**config.mk**
```make
export PLATFORM = sky130hd
export DESIGN_NAME = postfix_stack_calculator
export DESIGN_NICKNAME = d
export VERILOG_FILES = /design/src/rtl/psc_pkg.sv /design/src/rtl/psc_ram.sv /design/src/rtl/psc_dpath.sv /design/src/rtl/psc_ctrl.sv /design/src/rtl/postfix_stack_calculator.sv
export SDC_FILE = /design/constraint.sdc
export NUM_CORES = 1
export LEC_CHECK = 0
export BUFFER_PORTS_ARGS = -buffer_cell sky130_fd_sc_hd__buf_2
export CAP_MARGIN = 10
export CORE_UTILIZATION = 34
export CTS_BUF_LIST = sky130_fd_sc_hd__clkbuf_4 sky130_fd_sc_hd__clkbuf_8
export CTS_CLUSTER_SIZE = 10
export DETAILED_ROUTE_END_ITERATION = 8
export PLACE_DENSITY = 0.47
export SYNTH_ARGS = -nofsm -noshare
export SYNTH_HDL_FRONTEND = slang
export SYNTH_SLANG_ARGS = --single-unit
export TNS_END_PERCENT = 5
```
**constraint.sdc**
```tcl
create_clock -name aclk -period 10.4 [get_ports aclk]
set_clock_uncertainty 0.05 [all_clocks]
set_input_delay 0.52 -clock aclk [delete_from_list [all_inputs] [get_ports aclk]]
set_output_delay 0.52 -clock aclk [all_outputs]
set_load 0.05 [all_outputs]
```
**src/rtl/psc_pkg.sv**
```systemverilog
// Shared constants, codes and command/status types for the postfix stack calculator.
// Depends on nothing; every other file except psc_ram imports it.

package psc_pkg;

    localparam int STACK_DEPTH = 64;
    localparam int WORD_W      = 12;
    localparam int PTR_W       = $clog2(STACK_DEPTH);
    localparam int CNT_W       = $clog2(STACK_DEPTH + 1);
    localparam int DEPTH_W     = 7;
    localparam int MODE_W      = 3;
    localparam int ERR_W       = 2;
    localparam int DIV_CNT_W   = $clog2(WORD_W);

    localparam logic [MODE_W-1:0] MODE_PUSH = 3'd0;
    localparam logic [MODE_W-1:0] MODE_ADD  = 3'd1;
    localparam logic [MODE_W-1:0] MODE_SUB  = 3'd2;
    localparam logic [MODE_W-1:0] MODE_MUL  = 3'd3;
    localparam logic [MODE_W-1:0] MODE_DIV  = 3'd4;
    localparam logic [MODE_W-1:0] MODE_MOD  = 3'd5;

    localparam logic [ERR_W-1:0] ERR_OK      = 2'd0;
    localparam logic [ERR_W-1:0] ERR_UNDER   = 2'd1;
    localparam logic [ERR_W-1:0] ERR_OVER    = 2'd2;
    localparam logic [ERR_W-1:0] ERR_DIVZERO = 2'd3;

    typedef logic [WORD_W-1:0] word_t;

    // Controller to datapath
    typedef struct packed {
        logic             latch_in;   // capture the input transfer
        logic             push;       // write operand above the top
        logic             wb;         // write result over the second entry and pop
        logic             div_start;  // load the divider
        logic             div_step;   // one restoring division step
        logic             load_out;   // fill the output register
        logic [ERR_W-1:0] err;        // error code to report
    } psc_cmd_t;

    // Datapath to controller
    typedef struct packed {
        logic [MODE_W-1:0] mode;
        logic              full;
        logic              under;
        logic              b_zero;
        logic              div_last;
        logic              out_free;
    } psc_sts_t;

endpackage

```
**src/rtl/psc_ram.sv**
```systemverilog
// Generic single-clock RAM: one write port, one read port, registered read data.
// Depends on nothing.

module psc_ram #(
    parameter int WIDTH = 12,
    parameter int DEPTH = 64
) (
    input  logic                     clk,
    input  logic                     wr_en,
    input  logic [$clog2(DEPTH)-1:0] wr_addr,
    input  logic [WIDTH-1:0]         wr_data,
    input  logic [$clog2(DEPTH)-1:0] rd_addr,
    output logic [WIDTH-1:0]         rd_data
);

    logic [WIDTH-1:0] mem_reg [DEPTH];
    logic [WIDTH-1:0] rd_data_reg;

    always_ff @(posedge clk) begin
        if (wr_en) begin
            mem_reg[wr_addr] <= wr_data;
        end
        rd_data_reg <= mem_reg[rd_addr];
    end

    assign rd_data = rd_data_reg;

endmodule

```
**src/rtl/psc_dpath.sv**
```systemverilog
// Datapath: stack RAM, cached top entry, entry count, ALU, iterative divider, output register.
// Depends on psc_pkg and psc_ram.

module psc_dpath
    import psc_pkg::*;
(
    input  logic                aclk,
    input  logic                aresetn,
    input  psc_cmd_t            cmd,
    output psc_sts_t            sts,
    input  logic [MODE_W-1:0]   s_mode,
    input  logic [WORD_W-1:0]   s_value,
    output logic                m_valid,
    input  logic                m_ready,
    output logic [WORD_W-1:0]   m_top_value,
    output logic                m_top_valid,
    output logic [DEPTH_W-1:0]  m_depth,
    output logic [ERR_W-1:0]    m_error
);

    logic [MODE_W-1:0]    mode_reg;
    word_t                value_reg;
    logic [CNT_W-1:0]     count_reg, count_next;
    word_t                top_reg, top_next;
    word_t                quo_reg, quo_next;
    word_t                rem_reg, rem_next;
    logic [DIV_CNT_W-1:0] div_cnt_reg, div_cnt_next;

    logic                 out_valid_reg;
    word_t                out_top_reg;
    logic                 out_tv_reg;
    logic [DEPTH_W-1:0]   out_depth_reg;
    logic [ERR_W-1:0]     out_err_reg;

    logic [CNT_W-1:0]     below_cnt;
    logic [PTR_W-1:0]     wr_addr;
    word_t                wr_data;
    word_t                opnd_a;
    word_t                alu_res;
    word_t                wb_data;
    logic [2*WORD_W-1:0]  prod;
    logic [WORD_W+1:0]    trial;

    // Index of the entry beneath the top
    assign below_cnt = count_reg - CNT_W'(2);

    assign wr_addr = cmd.push ? count_reg[PTR_W-1:0] : below_cnt[PTR_W-1:0];
    assign wr_data = cmd.push ? value_reg : wb_data;

    psc_ram #(
        .WIDTH (WORD_W),
        .DEPTH (STACK_DEPTH)
    ) u_ram (
        .clk     (aclk),
        .wr_en   (cmd.push | cmd.wb),
        .wr_addr (wr_addr),
        .wr_data (wr_data),
        .rd_addr (below_cnt[PTR_W-1:0]),
        .rd_data (opnd_a)
    );

    assign prod = {{WORD_W{1'b0}}, opnd_a} * {{WORD_W{1'b0}}, top_reg};

    always_comb begin
        case (mode_reg)
            MODE_ADD: alu_res = opnd_a + top_reg;
            MODE_SUB: alu_res = opnd_a - top_reg;
            MODE_MUL: alu_res = prod[WORD_W-1:0];
            default:  alu_res = opnd_a + top_reg;
        endcase
    end

    always_comb begin
        case (mode_reg)
            MODE_DIV: wb_data = quo_reg;
            MODE_MOD: wb_data = rem_reg;
            default:  wb_data = alu_res;
        endcase
    end

    // Restoring division: shift dividend bits in from the quotient register
    assign trial = {1'b0, rem_reg, quo_reg[WORD_W-1]} - {2'b00, top_reg};

    always_comb begin
        quo_next     = quo_reg;
        rem_next     = rem_reg;
        div_cnt_next = div_cnt_reg;
        if (cmd.div_start) begin
            quo_next     = opnd_a;
            rem_next     = '0;
            div_cnt_next = '0;
        end else if (cmd.div_step) begin
            div_cnt_next = div_cnt_reg + DIV_CNT_W'(1);
            if (trial[WORD_W+1]) begin
                rem_next = {rem_reg[WORD_W-2:0], quo_reg[WORD_W-1]};
                quo_next = {quo_reg[WORD_W-2:0], 1'b0};
            end else begin
                rem_next = trial[WORD_W-1:0];
                quo_next = {quo_reg[WORD_W-2:0], 1'b1};
            end
        end
    end

    always_comb begin
        count_next = count_reg;
        top_next   = top_reg;
        if (cmd.push) begin
            count_next = count_reg + CNT_W'(1);
            top_next   = value_reg;
        end else if (cmd.wb) begin
            count_next = count_reg - CNT_W'(1);
            top_next   = wb_data;
        end
    end

    always_ff @(posedge aclk) begin
        if (!aresetn) begin
            count_reg     <= '0;
            out_valid_reg <= 1'b0;
        end else begin
            count_reg <= count_next;
            if (cmd.load_out) begin
                out_valid_reg <= 1'b1;
            end else if (m_ready) begin
                out_valid_reg <= 1'b0;
            end
        end
    end

    always_ff @(posedge aclk) begin
        if (cmd.latch_in) begin
            mode_reg  <= s_mode;
            value_reg <= s_value;
        end
        top_reg     <= top_next;
        quo_reg     <= quo_next;
        rem_reg     <= rem_next;
        div_cnt_reg <= div_cnt_next;
        if (cmd.load_out) begin
            out_top_reg   <= (count_reg != '0) ? top_reg : '0;
            out_tv_reg    <= (count_reg != '0);
            out_depth_reg <= DEPTH_W'(count_reg);
            out_err_reg   <= cmd.err;
        end
    end

    assign sts.mode     = mode_reg;
    assign sts.full     = (count_reg == CNT_W'(STACK_DEPTH));
    assign sts.under    = (count_reg < CNT_W'(2));
    assign sts.b_zero   = (top_reg == '0);
    assign sts.div_last = (div_cnt_reg == DIV_CNT_W'(WORD_W - 1));
    assign sts.out_free = !out_valid_reg || m_ready;

    assign m_valid     = out_valid_reg;
    assign m_top_value = out_top_reg;
    assign m_top_valid = out_tv_reg;
    assign m_depth     = out_depth_reg;
    assign m_error     = out_err_reg;

endmodule

```
**src/rtl/psc_ctrl.sv**
```systemverilog
// Controller state machine: sequences push, operator, divide and result transfer.
// Depends on psc_pkg.

module psc_ctrl
    import psc_pkg::*;
(
    input  logic     aclk,
    input  logic     aresetn,
    input  logic     s_valid,
    output logic     s_ready,
    input  psc_sts_t sts,
    output psc_cmd_t cmd
);

    localparam logic [2:0] ST_IDLE = 3'd0;
    localparam logic [2:0] ST_EXEC = 3'd1;
    localparam logic [2:0] ST_WAIT = 3'd2;
    localparam logic [2:0] ST_DIV  = 3'd3;
    localparam logic [2:0] ST_WB   = 3'd4;
    localparam logic [2:0] ST_DONE = 3'd5;

    logic [2:0]       state_reg, state_next;
    logic [ERR_W-1:0] err_reg, err_next;

    assign s_ready = (state_reg == ST_IDLE);

    always_comb begin
        state_next    = state_reg;
        err_next      = err_reg;
        cmd           = '0;
        cmd.err       = err_reg;
        case (state_reg)
            ST_IDLE: begin
                if (s_valid) begin
                    cmd.latch_in = 1'b1;
                    state_next   = ST_EXEC;
                end
            end
            ST_EXEC: begin
                state_next = ST_DONE;
                case (sts.mode)
                    MODE_PUSH: begin
                        if (sts.full) begin
                            err_next = ERR_OVER;
                        end else begin
                            cmd.push = 1'b1;
                            err_next = ERR_OK;
                        end
                    end
                    MODE_ADD, MODE_SUB, MODE_MUL, MODE_DIV, MODE_MOD: begin
                        if (sts.under) begin
                            err_next = ERR_UNDER;
                        end else begin
                            err_next   = ERR_OK;
                            state_next = ST_WAIT;
                        end
                    end
                    default: begin
                        err_next = ERR_OK;
                    end
                endcase
            end
            ST_WAIT: begin
                if (sts.mode == MODE_DIV || sts.mode == MODE_MOD) begin
                    if (sts.b_zero) begin
                        err_next   = ERR_DIVZERO;
                        state_next = ST_DONE;
                    end else begin
                        cmd.div_start = 1'b1;
                        state_next    = ST_DIV;
                    end
                end else begin
                    cmd.wb     = 1'b1;
                    state_next = ST_DONE;
                end
            end
            ST_DIV: begin
                cmd.div_step = 1'b1;
                if (sts.div_last) begin
                    state_next = ST_WB;
                end
            end
            ST_WB: begin
                cmd.wb     = 1'b1;
                state_next = ST_DONE;
            end
            ST_DONE: begin
                if (sts.out_free) begin
                    cmd.load_out = 1'b1;
                    state_next   = ST_IDLE;
                end
            end
            default: begin
                state_next = ST_IDLE;
            end
        endcase
    end

    always_ff @(posedge aclk) begin
        if (!aresetn) begin
            state_reg <= ST_IDLE;
            err_reg   <= ERR_OK;
        end else begin
            state_reg <= state_next;
            err_reg   <= err_next;
        end
    end

endmodule

```
**src/rtl/postfix_stack_calculator.sv**
```systemverilog
// Top level of the postfix stack calculator: joins controller and datapath.
// Depends on psc_pkg, psc_ctrl and psc_dpath (which holds the psc_ram stack).
//
// Usage:
//   Input channel (s_valid/s_ready, s_mode, s_value): each transfer is one step:
//   push s_value (mode 0) or apply add, subtract, multiply, divide or modulo
//   (modes 1..5) to the two top entries, popping both and pushing the result.
//   Modes 6 and 7 leave the stack alone and report it with no error.
//   Result channel (m_valid/m_ready): exactly one result per step, carrying the
//   top entry (zero when empty), a non-empty flag, the depth and an error code
//   (underflow, overflow, divide by zero; on any error the stack is unchanged).
//   From an input transfer the controller runs EXEC then DONE for push, ignored
//   modes and underflow; EXEC, WAIT and DONE for add/subtract/multiply and divide
//   by zero; EXEC, WAIT, DIV, WB and DONE for divide and modulo. One step is in
//   work at a time; the next input transfer is taken the cycle after the result
//   is loaded in DONE. WAIT covers the registered stack RAM read; DIV runs the
//   12 iterations of the restoring divider, and WB writes the result back.
//   The result sits in an output register. While the receiver stalls, hold it
//   there; the next step still runs, then waits with the input closed until
//   m_ready frees the register.
//   Reset (aresetn low, synchronous) empties the stack and drops any pending
//   result; RAM contents need no clearing since only written entries are read.

module postfix_stack_calculator
    import psc_pkg::*;
(
    input  logic               aclk,
    input  logic               aresetn,
    input  logic               s_valid,
    output logic               s_ready,
    input  logic [MODE_W-1:0]  s_mode,
    input  logic [WORD_W-1:0]  s_value,
    output logic               m_valid,
    input  logic               m_ready,
    output logic [WORD_W-1:0]  m_top_value,
    output logic               m_top_valid,
    output logic [DEPTH_W-1:0] m_depth,
    output logic [ERR_W-1:0]   m_error
);

    // Command and status between the two halves
    psc_cmd_t cmd;
    psc_sts_t sts;

    psc_ctrl u_ctrl (
        .aclk    (aclk),
        .aresetn (aresetn),
        .s_valid (s_valid),
        .s_ready (s_ready),
        .sts     (sts),
        .cmd     (cmd)
    );

    psc_dpath u_dpath (
        .aclk        (aclk),
        .aresetn     (aresetn),
        .cmd         (cmd),
        .sts         (sts),
        .s_mode      (s_mode),
        .s_value     (s_value),
        .m_valid     (m_valid),
        .m_ready     (m_ready),
        .m_top_value (m_top_value),
        .m_top_valid (m_top_valid),
        .m_depth     (m_depth),
        .m_error     (m_error)
    );

endmodule

```
==> run_results.csv, run 1 <==
group,metric,value,unit
grt,antenna_found_initial,1,
worst_setup_path,worstSetupStartpoint,"u_dpath.top_reg[3]",
yosys,ys.flop_type,"edfxtp_1",
placed_design,place_area,39700,sq um
timing,hold_slack,0.119,ns
yosys,netlist_area,37300,sq um
timing,max_freq,163,MHz
detailed_routing,ant_nets,0,
yosys,yosys.area.top_type_share,66.8,%
yosys,synth.net_count,2159,
clocking,cts_tree,"done",
yosys,syn_area_per_cell,18.3,sq um
yosys,yosys-top-cells-area,"edfxtp_1 67%, mux4_2 14%, fa_1 2.3%",
yosys,synth_seq_cells,870,
timing,rsz0062_at_grt,"no",
worst_setup_path,crit_fanout,65,
detailed_routing,drt-total-wl,94.5,mm
detailed_routing,post_drt_wl_per_cell,25.2,um
placed_design,io_buffers,42,
detailed_routing,dr.pass1.iters,5,
timing,hold_viol_final,0,
yosys,synth_most_common_cell,"edfxtp_1",
worst_hold_path,hp-class,"input pin to flip-flop",
timing,fin_crit_sh,59.0,%
layout,postLayoutCoreUtil,39.4,%
grt,grt_pass1_vias,20400,
worst_setup_path,cp-end-kind,"flip-flop",
floorplanning,io_pins,43,
yosys,ys.warnings.count,0,
detailed_routing,num_vias,19200,
detailed_routing,vias_per_cell,5.10,
layout,final-seq-area,25700,sq um
worst_setup_path,worst-r2r-cell-count,16,
layout,layout.nets,2342,
floorplanning,core,109000,sq um
clocking,numCtsBuffers,153,
detailed_routing,drt_first_iter_violations,1259,
grt,grt_pass1_wl,139,mm
layout,fillers,9920,
worst_setup_path,reg2reg_from,"u_dpath.top_reg[3]",
yosys,seq_area_frac_synth,69.0,%
worst_setup_path,r2r_end,"u_dpath.top_reg[11]",
grt,grt_use_met1,23.6,%
grt,overflow,0,
grt,met3_usage,2.93,%
run_status,outcome,"finished clean",
timing,slew_violations,0,
timing,tns,0,ns
layout,largest_register_ffs,768,
placed_design,place_hpwl,59.3,mm
grt,globalRoute.busiestLayer,"met2",
layout,design_area,42900,sq um
floorplanning,rows,121,
floorplanning,initial_core_util,34.3,%
worst_setup_path,crit_required,10.78,ns
yosys,syn_inst,2037,
worst_setup_path,r2r_setup_slack,4.27,ns
yosys,synth_cell_types,63,
clocking,cts-resized-gates,0,
clocking,cts.clk_slew.worst_paths,0.06,ns
layout,synthToLayoutAreaGrowth,15.1,%
layout,layout-drive-gt1-share,29.5,%
yosys,synth_top_area_cell,"edfxtp_1",
floorplanning,fp.dieH,333,um
floorplanning,die_w,333,um
yosys,synth_enable_flop_cells,829,
flow_run,cap_violations,0,
worst_setup_path,critPathLaunchType,"flip-flop",
clocking,cts_buffer_depth,3,
detailed_routing,drc_errors,0,
clocking,htreeDepth,4,
clocking,root_buffer,"clkbuf_8",
timing,max_slew.worst_pin.slew,1.26,ns
worst_setup_path,crit_end,"u_dpath.top_reg[11]",
floorplanning,dieArea,111000,sq um
yosys,synthArstFlopShare,0,%
yosys,ys_top_cells_by_count,"829 x edfxtp_1, 240 x mux4_2, 115 x nor2_1, 106 x nand2_1, 85 x inv_1",
layout,multiInputGateArea,11100,sq um
timing,setup_viol,0,
placed_design,gp_congestion,0.807,
timing,relSlewSlack,15.7,%
worst_setup_path,setup.worst_path.class,"flip-flop to flip-flop",
clocking,clk-insertion-delay-late,0.80,ns
grt,grt_use_met2,28.0,%
grt,grtUsageTotal,17.3,%
worst_setup_path,crit_arrival,6.51,ns
timing,fin_crit,6.13,ns
clocking,cts_sinks,870,
grt,grt_max_degree,66,
==> what timing repair did <==
item                                    4_1_cts  5_1_grt
endpoints found under the setup margin        0        0
buffers inserted                              0        0
hold buffers                                 15        0
endpoints found under the hold margin        15        0
==> placed cells by master (no fill, tap or decap), types with 8 or more instances in the layout <==
cell type / instances
nor2b_1: 12
a21o_1: 8
dfxtp_1: 39
mux2i_1: 34
nor2_2: 12
nor3_1: 8
clkinv_1: 26
o22ai_1: 10
xnor2_1: 48
a21oi_1: 48
nand2_1: 106
ha_1: 60
inv_1: 85
o21ai_0: 32
mux4_2: 240
xor2_1: 14
clkinv_2: 11
a211oi_1: 14
dlygate4sd3_1: 15
fa_1: 42
nor3_2: 24
clkbuf_4: 63
buf_4: 72
nor2_1: 103
clkbuf_8: 162
and2_1: 30
nand2b_1: 14
mux2_2: 19
edfxtp_1: 829
buf_2: 42
==> cells by family after synthesis <==
group	Yosys count	synth area share [%]
xor gates and xnor gates	66	1.59
buffers and inverters	191	2.06
adders and majority gates	103	4.30
DFF	870	69.0
AOI/OAI and AO/OA	164	2.73
and+or+nand+nor	350	4.36
muxes	293	16.0
==> through the flow <==
step	setup slack (ns)	std cells
after CTS	4.25	3751
after global placement	4.45	3459
after global routing	3.96	3755
after floorplan	3.83	2037
after detailed placement	4.31	3461
final	4.27	3756
==> routing by layer <==
metal	routed length (um)	vias to the layer above	share of wire, %
met5	0	-	0
met4	2380	0	2.5
met3	3740	151	4.0
met2	45800	426	48
met1	42600	10200	45
li1	-	8442	-
==> worst min-delay path by stage <==
stage                           startpoint                endpoint  slack, ns  depth (start not counted)
finish                             aresetn     u_ctrl.state_reg[0]       0.12                          2
global route                       aresetn     u_ctrl.state_reg[0]       0.07                          2
CTS                                aresetn     u_ctrl.state_reg[0]       0.03                          2
detailed placement  u_dpath.div_cnt_reg[1]  u_dpath.div_cnt_reg[1]       0.44                          2
global placement    u_dpath.div_cnt_reg[1]  u_dpath.div_cnt_reg[1]       0.41                          2
floorplan                u_ctrl.err_reg[0]      u_dpath.m_error[0]       0.36                          0
==> cell type report <==
class / count / share of cell area [%]
repair buffers: 132 / 2.18
clock buffers: 224 / 6.26
well taps: 1414 / 4.12
flip-flops and latches: 870 / 59.9
multi-input cells: 976 / 25.9
diodes: 2 / 0.0117
inverters: 87 / 0.761
clock inverters: 51 / 0.796
==> worst max-delay path, cell delays in order, from the launching register on <==
cell and delay, ns:
edfxtp_1 0.62, nand2_1 0.15, fa_1 0.53, fa_1 0.52, inv_1 0.06, fa_1 0.49
fa_1 0.50, inv_1 0.06, fa_1 0.38, xor2_1 0.16, xnor2_1 0.20, xnor2_1 0.14
xnor3_1 0.42, xnor2_1 0.22, xnor2_1 0.14, mux2_2 0.16, a221o_2 0.87
Power of run 1 is left out: the tool's default activity adds up to more than one toggle a clock period on the data nets, which glitch-free logic cannot reach.
==> inputs of run 2 (changes only) <==
- clock period: 10.4 -> 6.3 ns (I/O delays scaled with it)
==> run_results.csv, run 2 (synthesis results as in run 1) <==
group,metric,value,unit
layout,mostFrequentLayoutCells,"829 x edfxtp_1, 240 x mux4_2, 160 x clkbuf_8",
detailed_routing,m1WireLength,43.3,mm
detailed_routing,num_vias,19400,
timing,setup_viol,0,
detailed_routing,drt-total-wl,97.2,mm
placed_design,gp_congestion,0.827,
clocking,cts_buffer_depth,3,
worst_setup_path,crit_path_max_incr_delay,0.63,ns
timing,slew_violations,0,
flow_run,cap_violations,0,
timing,tns,0,ns
layout,synthToLayoutAreaGrowth,15.4,%
detailed_routing,vias_per_cell,5.14,
layout,layout-drive-gt1-share,29.2,%
worst_setup_path,crit_required,6.70,ns
layout,final-seq-area,25700,sq um
detailed_routing,routed.top_layer,"met5",
detailed_routing,met3_length,4.07,mm
detailed_routing,post_drt_wl_per_cell,25.8,um
worst_setup_path,cp-end-kind,"flip-flop",
layout,multiInputGateArea,11200,sq um
grt,grtUsageTotal,17.8,%
worst_setup_path,crit_chain,"nand2_1 > fa_1 > fa_1 > inv_1 > fa_1 > fa_1 > inv_1 > fa_1 > xor2_1 > xnor2_1 > xnor2_1 > xnor3_1 > xnor2_1 > xnor2_1 > mux2_2 > a221o_2 > buf_4",
placed_design,dp.cells,3475,
placed_design,place_area,39900,sq um
layout,layout.nets,2357,
clocking,htreeDepth,4,
floorplanning,rows,121,
grt,grt_max_degree,112,
worst_setup_path,critPathLaunchType,"flip-flop",
floorplanning,core,109000,sq um
floorplanning,die_w,333,um
clocking,clk-insertion-delay-late,0.81,ns
layout,design_area,43000,sq um
timing,fin_crit_sh,93.2,%
detailed_routing,dr.pass1.iters,7,
layout,layout_commonest_cell,"edfxtp_1",
grt,overflow,0,
worst_setup_path,crit_arrival,6.27,ns
floorplanning,io_pins,43,
worst_setup_path,crit_fanout,65,
timing,fin_crit,5.87,ns
worst_setup_path,r2r_setup_slack,0.43,ns
placed_design,place_hpwl,60.0,mm
floorplanning,fp.dieH,333,um
detailed_routing,wl_met2,47.3,mm
clocking,cts-resized-gates,0,
timing,hold_viol_final,0,
clocking,cts_tree,"done",
grt,antenna_found_initial,6,
placed_design,io_buffers,42,
clocking,cts_sinks,870,
detailed_routing,drc_errors,0,
layout,fillers,9847,
worst_setup_path,setup.worst_path.class,"flip-flop to flip-flop",
timing,max_freq,170,MHz
worst_setup_path,crit_top_cell,"fa_1",
worst_setup_path,cp_top_family,"adder cells",
clocking,cts.clk_slew.worst_paths,0.06,ns
worst_hold_path,hp-class,"input pin to flip-flop",
worst_setup_path,slowest_stage,"edfxtp_1",
timing,relSlewSlack,22.9,%
grt,grt_pass1_vias,20600,
clocking,root_buffer,"clkbuf_8",
run_status,outcome,"finished clean",
floorplanning,initial_core_util,34.3,%
floorplanning,dieArea,111000,sq um
detailed_routing,ant_nets,0,
grt,grt_pass1_wl,143,mm
detailed_routing,drt_first_iter_violations,1363,
layout,largest_register_ffs,768,
worst_setup_path,crit_buf_inv,3,
clocking,numCtsBuffers,152,
timing,max_slew.worst_pin.slew,1.15,ns
timing,rsz0062_at_grt,"no",
layout,finalNonFillerCells,3766,
==> run 2: cell count changes in the layout (fill, tap and decap cells not counted), sizes merged <==
cell,before,now
inv,89,91
dlygate4sd3,15,17
clkinv,40,48
diode,2,3
buf,116,131
clkbuf,225,211
clkinvlp,7,4
bufinv,2,1
==> run 2: stage by stage <==
step	hold slack [ns]	setup slack (ns)	util (%)
4_1_cts	0.00363	0.407	39.5
6_report	0.103	0.429	39.5
2_1_floorplan	0.359	-0.0130	-
3_3_place_gp	0.408	0.528	36.6
3_5_place_dp	0.405	0.440	36.6
5_1_grt	0.0879	0.142	39.5
==> run 2: cell type report <==
| class | instances | share of cell area (%) |
|---|---|---|
| Clock inverter | 57 | 0.774 |
| Clock buffer | 211 | 6.01 |
| Timing Repair Buffer | 148 | 2.56 |
| Sequential cell | 870 | 59.8 |
| Antenna cell | 3 | 0.0175 |
| Inverter | 87 | 0.759 |
| Multi-Input combinational cell | 976 | 26.0 |
| Tap cell | 1414 | 4.11 |
==> run 2: worst paths after layout <==
check,cells after the start,startpoint,to
worst min-delay path,4,s_valid,u_ctrl.state_reg[0]
worst min register to register,0,u_ctrl.err_reg[0],u_dpath.m_error[0]
worst max register to register,17,u_dpath.top_reg[3],u_dpath.u_ram.mem_reg[17][11]
worst max-delay path,17,u_dpath.top_reg[3],u_dpath.u_ram.mem_reg[17][11]
==> run 2: worst reg2reg max path: stages (launching register included) <==
cell	delay, ns
edfxtp_1	0.63
nand2_1	0.15
fa_1	0.53
fa_1	0.52
inv_1	0.06
fa_1	0.50
fa_1	0.49
inv_1	0.05
fa_1	0.37
xor2_1	0.16
xnor2_1	0.19
xnor2_1	0.14
xnor3_1	0.41
xnor2_1	0.20
xnor2_1	0.09
mux2_2	0.28
a221o_2	0.36
buf_4	0.31
==> run 2: routing by layer <==
metal | up-vias | global-route usage [%]
met5 | - | 0
met4 | 2 | 6.12
met3 | 158 | 3.22
met2 | 464 | 29.2
met1 | 10300 | 23.8
li1 | 8466 | -
==> run 2: what timing repair did <==
action | 4_1_cts | 5_1_grt
endpoints found under the hold margin | 28 | 0
hold buffers | 17 | 0
endpoints found under the setup margin | 0 | 0
buffers inserted | 0 | 0
Power of run 2 is left out for the same reason.
==> inputs of run 3 (changes only) <==
- PLACE_DENSITY: 0.47 -> 0.48
==> run_results.csv, run 3 (synthesis results as in run 1) <==
group,metric,value,unit
worst_setup_path,cp-end-kind,"flip-flop",
worst_setup_path,worst-r2r-cell-count,17,
clocking,cts_sinks,870,
detailed_routing,dr.pass1.iters,6,
worst_hold_path,hp-start,"s_value[10]",
worst_hold_path,hp-class,"input pin to flip-flop",
worst_hold_path,min_to,"u_dpath.value_reg[10]",
run_status,outcome,"finished clean",
detailed_routing,ant_nets,0,
layout,mostFrequentLayoutCells,"829 x edfxtp_1, 240 x mux4_2, 156 x clkbuf_8",
timing,worst_slack,0.417,ns
detailed_routing,post_drt_wl_per_cell,25.1,um
clocking,cts_hold_buf,18,
layout,synthToLayoutAreaGrowth,15.8,%
timing,fin_crit,5.88,ns
clocking,cts.clk_slew.worst_paths,0.06,ns
layout,layout-drive-gt1-share,29.2,%
floorplanning,dieArea,111000,sq um
clocking,cts_tree,"done",
timing,setup_viol,0,
grt,grtUsageTotal,17.3,%
placed_design,place_hpwl,57.2,mm
placed_design,gp_congestion,0.874,
timing,fin_crit_sh,93.4,%
timing,rsz0062_at_grt,"no",
worst_setup_path,slowest_stage,"edfxtp_1",
detailed_routing,drc_errors,0,
floorplanning,rows,121,
detailed_routing,num_vias,19300,
grt,antenna_found_initial,2,
layout,largest_register_ffs,768,
grt,grt_max_degree,123,
layout,layout_commonest_cell,"edfxtp_1",
layout,layout.nets,2352,
detailed_routing,drt_first_iter_violations,1441,
worst_setup_path,critPathLaunchType,"flip-flop",
worst_setup_path,crit_top_cell,"fa_1",
worst_setup_path,reg2reg_from,"u_dpath.top_reg[3]",
clocking,htreeDepth,4,
timing,slew_violations,0,
clocking,clk-insertion-delay-late,0.83,ns
worst_setup_path,crit_arrival,6.28,ns
worst_hold_path,hold_depth,2,
worst_setup_path,crit_chain,"nand2_1 > fa_1 > fa_1 > inv_1 > fa_1 > fa_1 > inv_1 > fa_1 > xor2_1 > xnor2_1 > xnor2_1 > xnor3_1 > xnor2_1 > xnor2_1 > mux2_2 > a221o_2 > buf_4",
timing,tns,0,ns
floorplanning,io_pins,43,
timing,hold_slack,0.144,ns
placed_design,dpl_worst_slack,0.449,ns
clocking,cts_setup_buffers,0,
floorplanning,die_w,333,um
grt,grt_pass1_wl,139,mm
clocking,numCtsBuffers,153,
placed_design,place_area,39900,sq um
worst_setup_path,r2r_setup_slack,0.42,ns
grt,grt_pass1_vias,20300,
worst_setup_path,setup.worst_path.class,"flip-flop to flip-flop",
worst_setup_path,crit_fanout,65,
timing,relSlewSlack,24.8,%
flow_run,cap_violations,0,
grt,overflow,0,
floorplanning,initial_core_util,34.3,%
worst_setup_path,crit_path_max_incr_delay,0.58,ns
worst_setup_path,crit_required,6.69,ns
detailed_routing,vias_per_cell,5.13,
timing,max_freq,170,MHz
clocking,cts-resized-gates,0,
worst_setup_path,r2r_end,"u_dpath.u_ram.mem_reg[2][11]",
timing,hold_viol_final,0,
clocking,cts_buffer_depth,3,
placed_design,io_buffers,42,
layout,design_area,43200,sq um
detailed_routing,drt-total-wl,94.3,mm
floorplanning,core,109000,sq um
timing,max_slew.worst_pin.slew,1.12,ns
clocking,root_buffer,"clkbuf_8",
layout,fillers,9783,
floorplanning,fp.dieH,333,um
[run 3: routing by layer]
metal	wire [um]	global-route usage, %	vias up
li1	-	-	8459
met1	42700	23.9	10200
met2	45800	27.7	457
met3	4070	3.05	122
met4	1780	5.35	0
met5	0	0	-
[run 3: critical path, delay by kind of cell (launching register included)]
kind | cells | cell delay, ns
adder cells (fa/ha/maj) | 5 | 2.41
XOR/XNOR | 6 | 1.22
flip-flops | 1 | 0.58
buffers and inverters | 3 | 0.42
AO/OA/AOI/OAI | 1 | 0.35
multiplexers | 1 | 0.27
AND/OR/NAND/NOR | 1 | 0.15
[run 3: worst max path at each step]
stage / slack (ns) / cells past startpoint / start / to
6_report: 0.42 / 17 / u_dpath.top_reg[3] / u_dpath.u_ram.mem_reg[2][11]
5_1_grt: 0.17 / 17 / u_dpath.top_reg[3] / u_dpath.u_ram.mem_reg[15][11]
4_1_cts: 0.39 / 17 / u_dpath.top_reg[3] / u_dpath.u_ram.mem_reg[23][11]
3_5_place_dp: 0.45 / 17 / u_dpath.top_reg[3] / u_dpath.u_ram.mem_reg[42][11]
3_3_place_gp: 0.45 / 17 / u_dpath.top_reg[3] / u_dpath.u_ram.mem_reg[40][11]
2_1_floorplan: -0.01 / 17 / u_dpath.top_reg[0] / u_dpath.top_reg[10]
[run 3: area by class of cell]
type | instances | area [sq um] | share of cell area [%]
Tap cell | 1414 | 1770 | 4.10
Clock inverter | 67 | 633 | 1.47
Inverter | 87 | 327 | 0.757
Antenna cell | 2 | 5.00 | 0.0116
Sequential cell | 870 | 25700 | 59.6
Clock buffer | 200 | 2480 | 5.74
Timing Repair Buffer | 142 | 1070 | 2.48
Multi-Input combinational cell | 976 | 11200 | 25.9
[run 3: metrics by stage]
stage                     utilization (%)  cells
after global placement               36.6   3471
after CTS                            39.6   3756
after floorplan                         -   2037
final                                39.6   3758
after detailed placement             36.6   3471
after global routing                 39.6   3757
Power of run 3 is left out for the same reason.
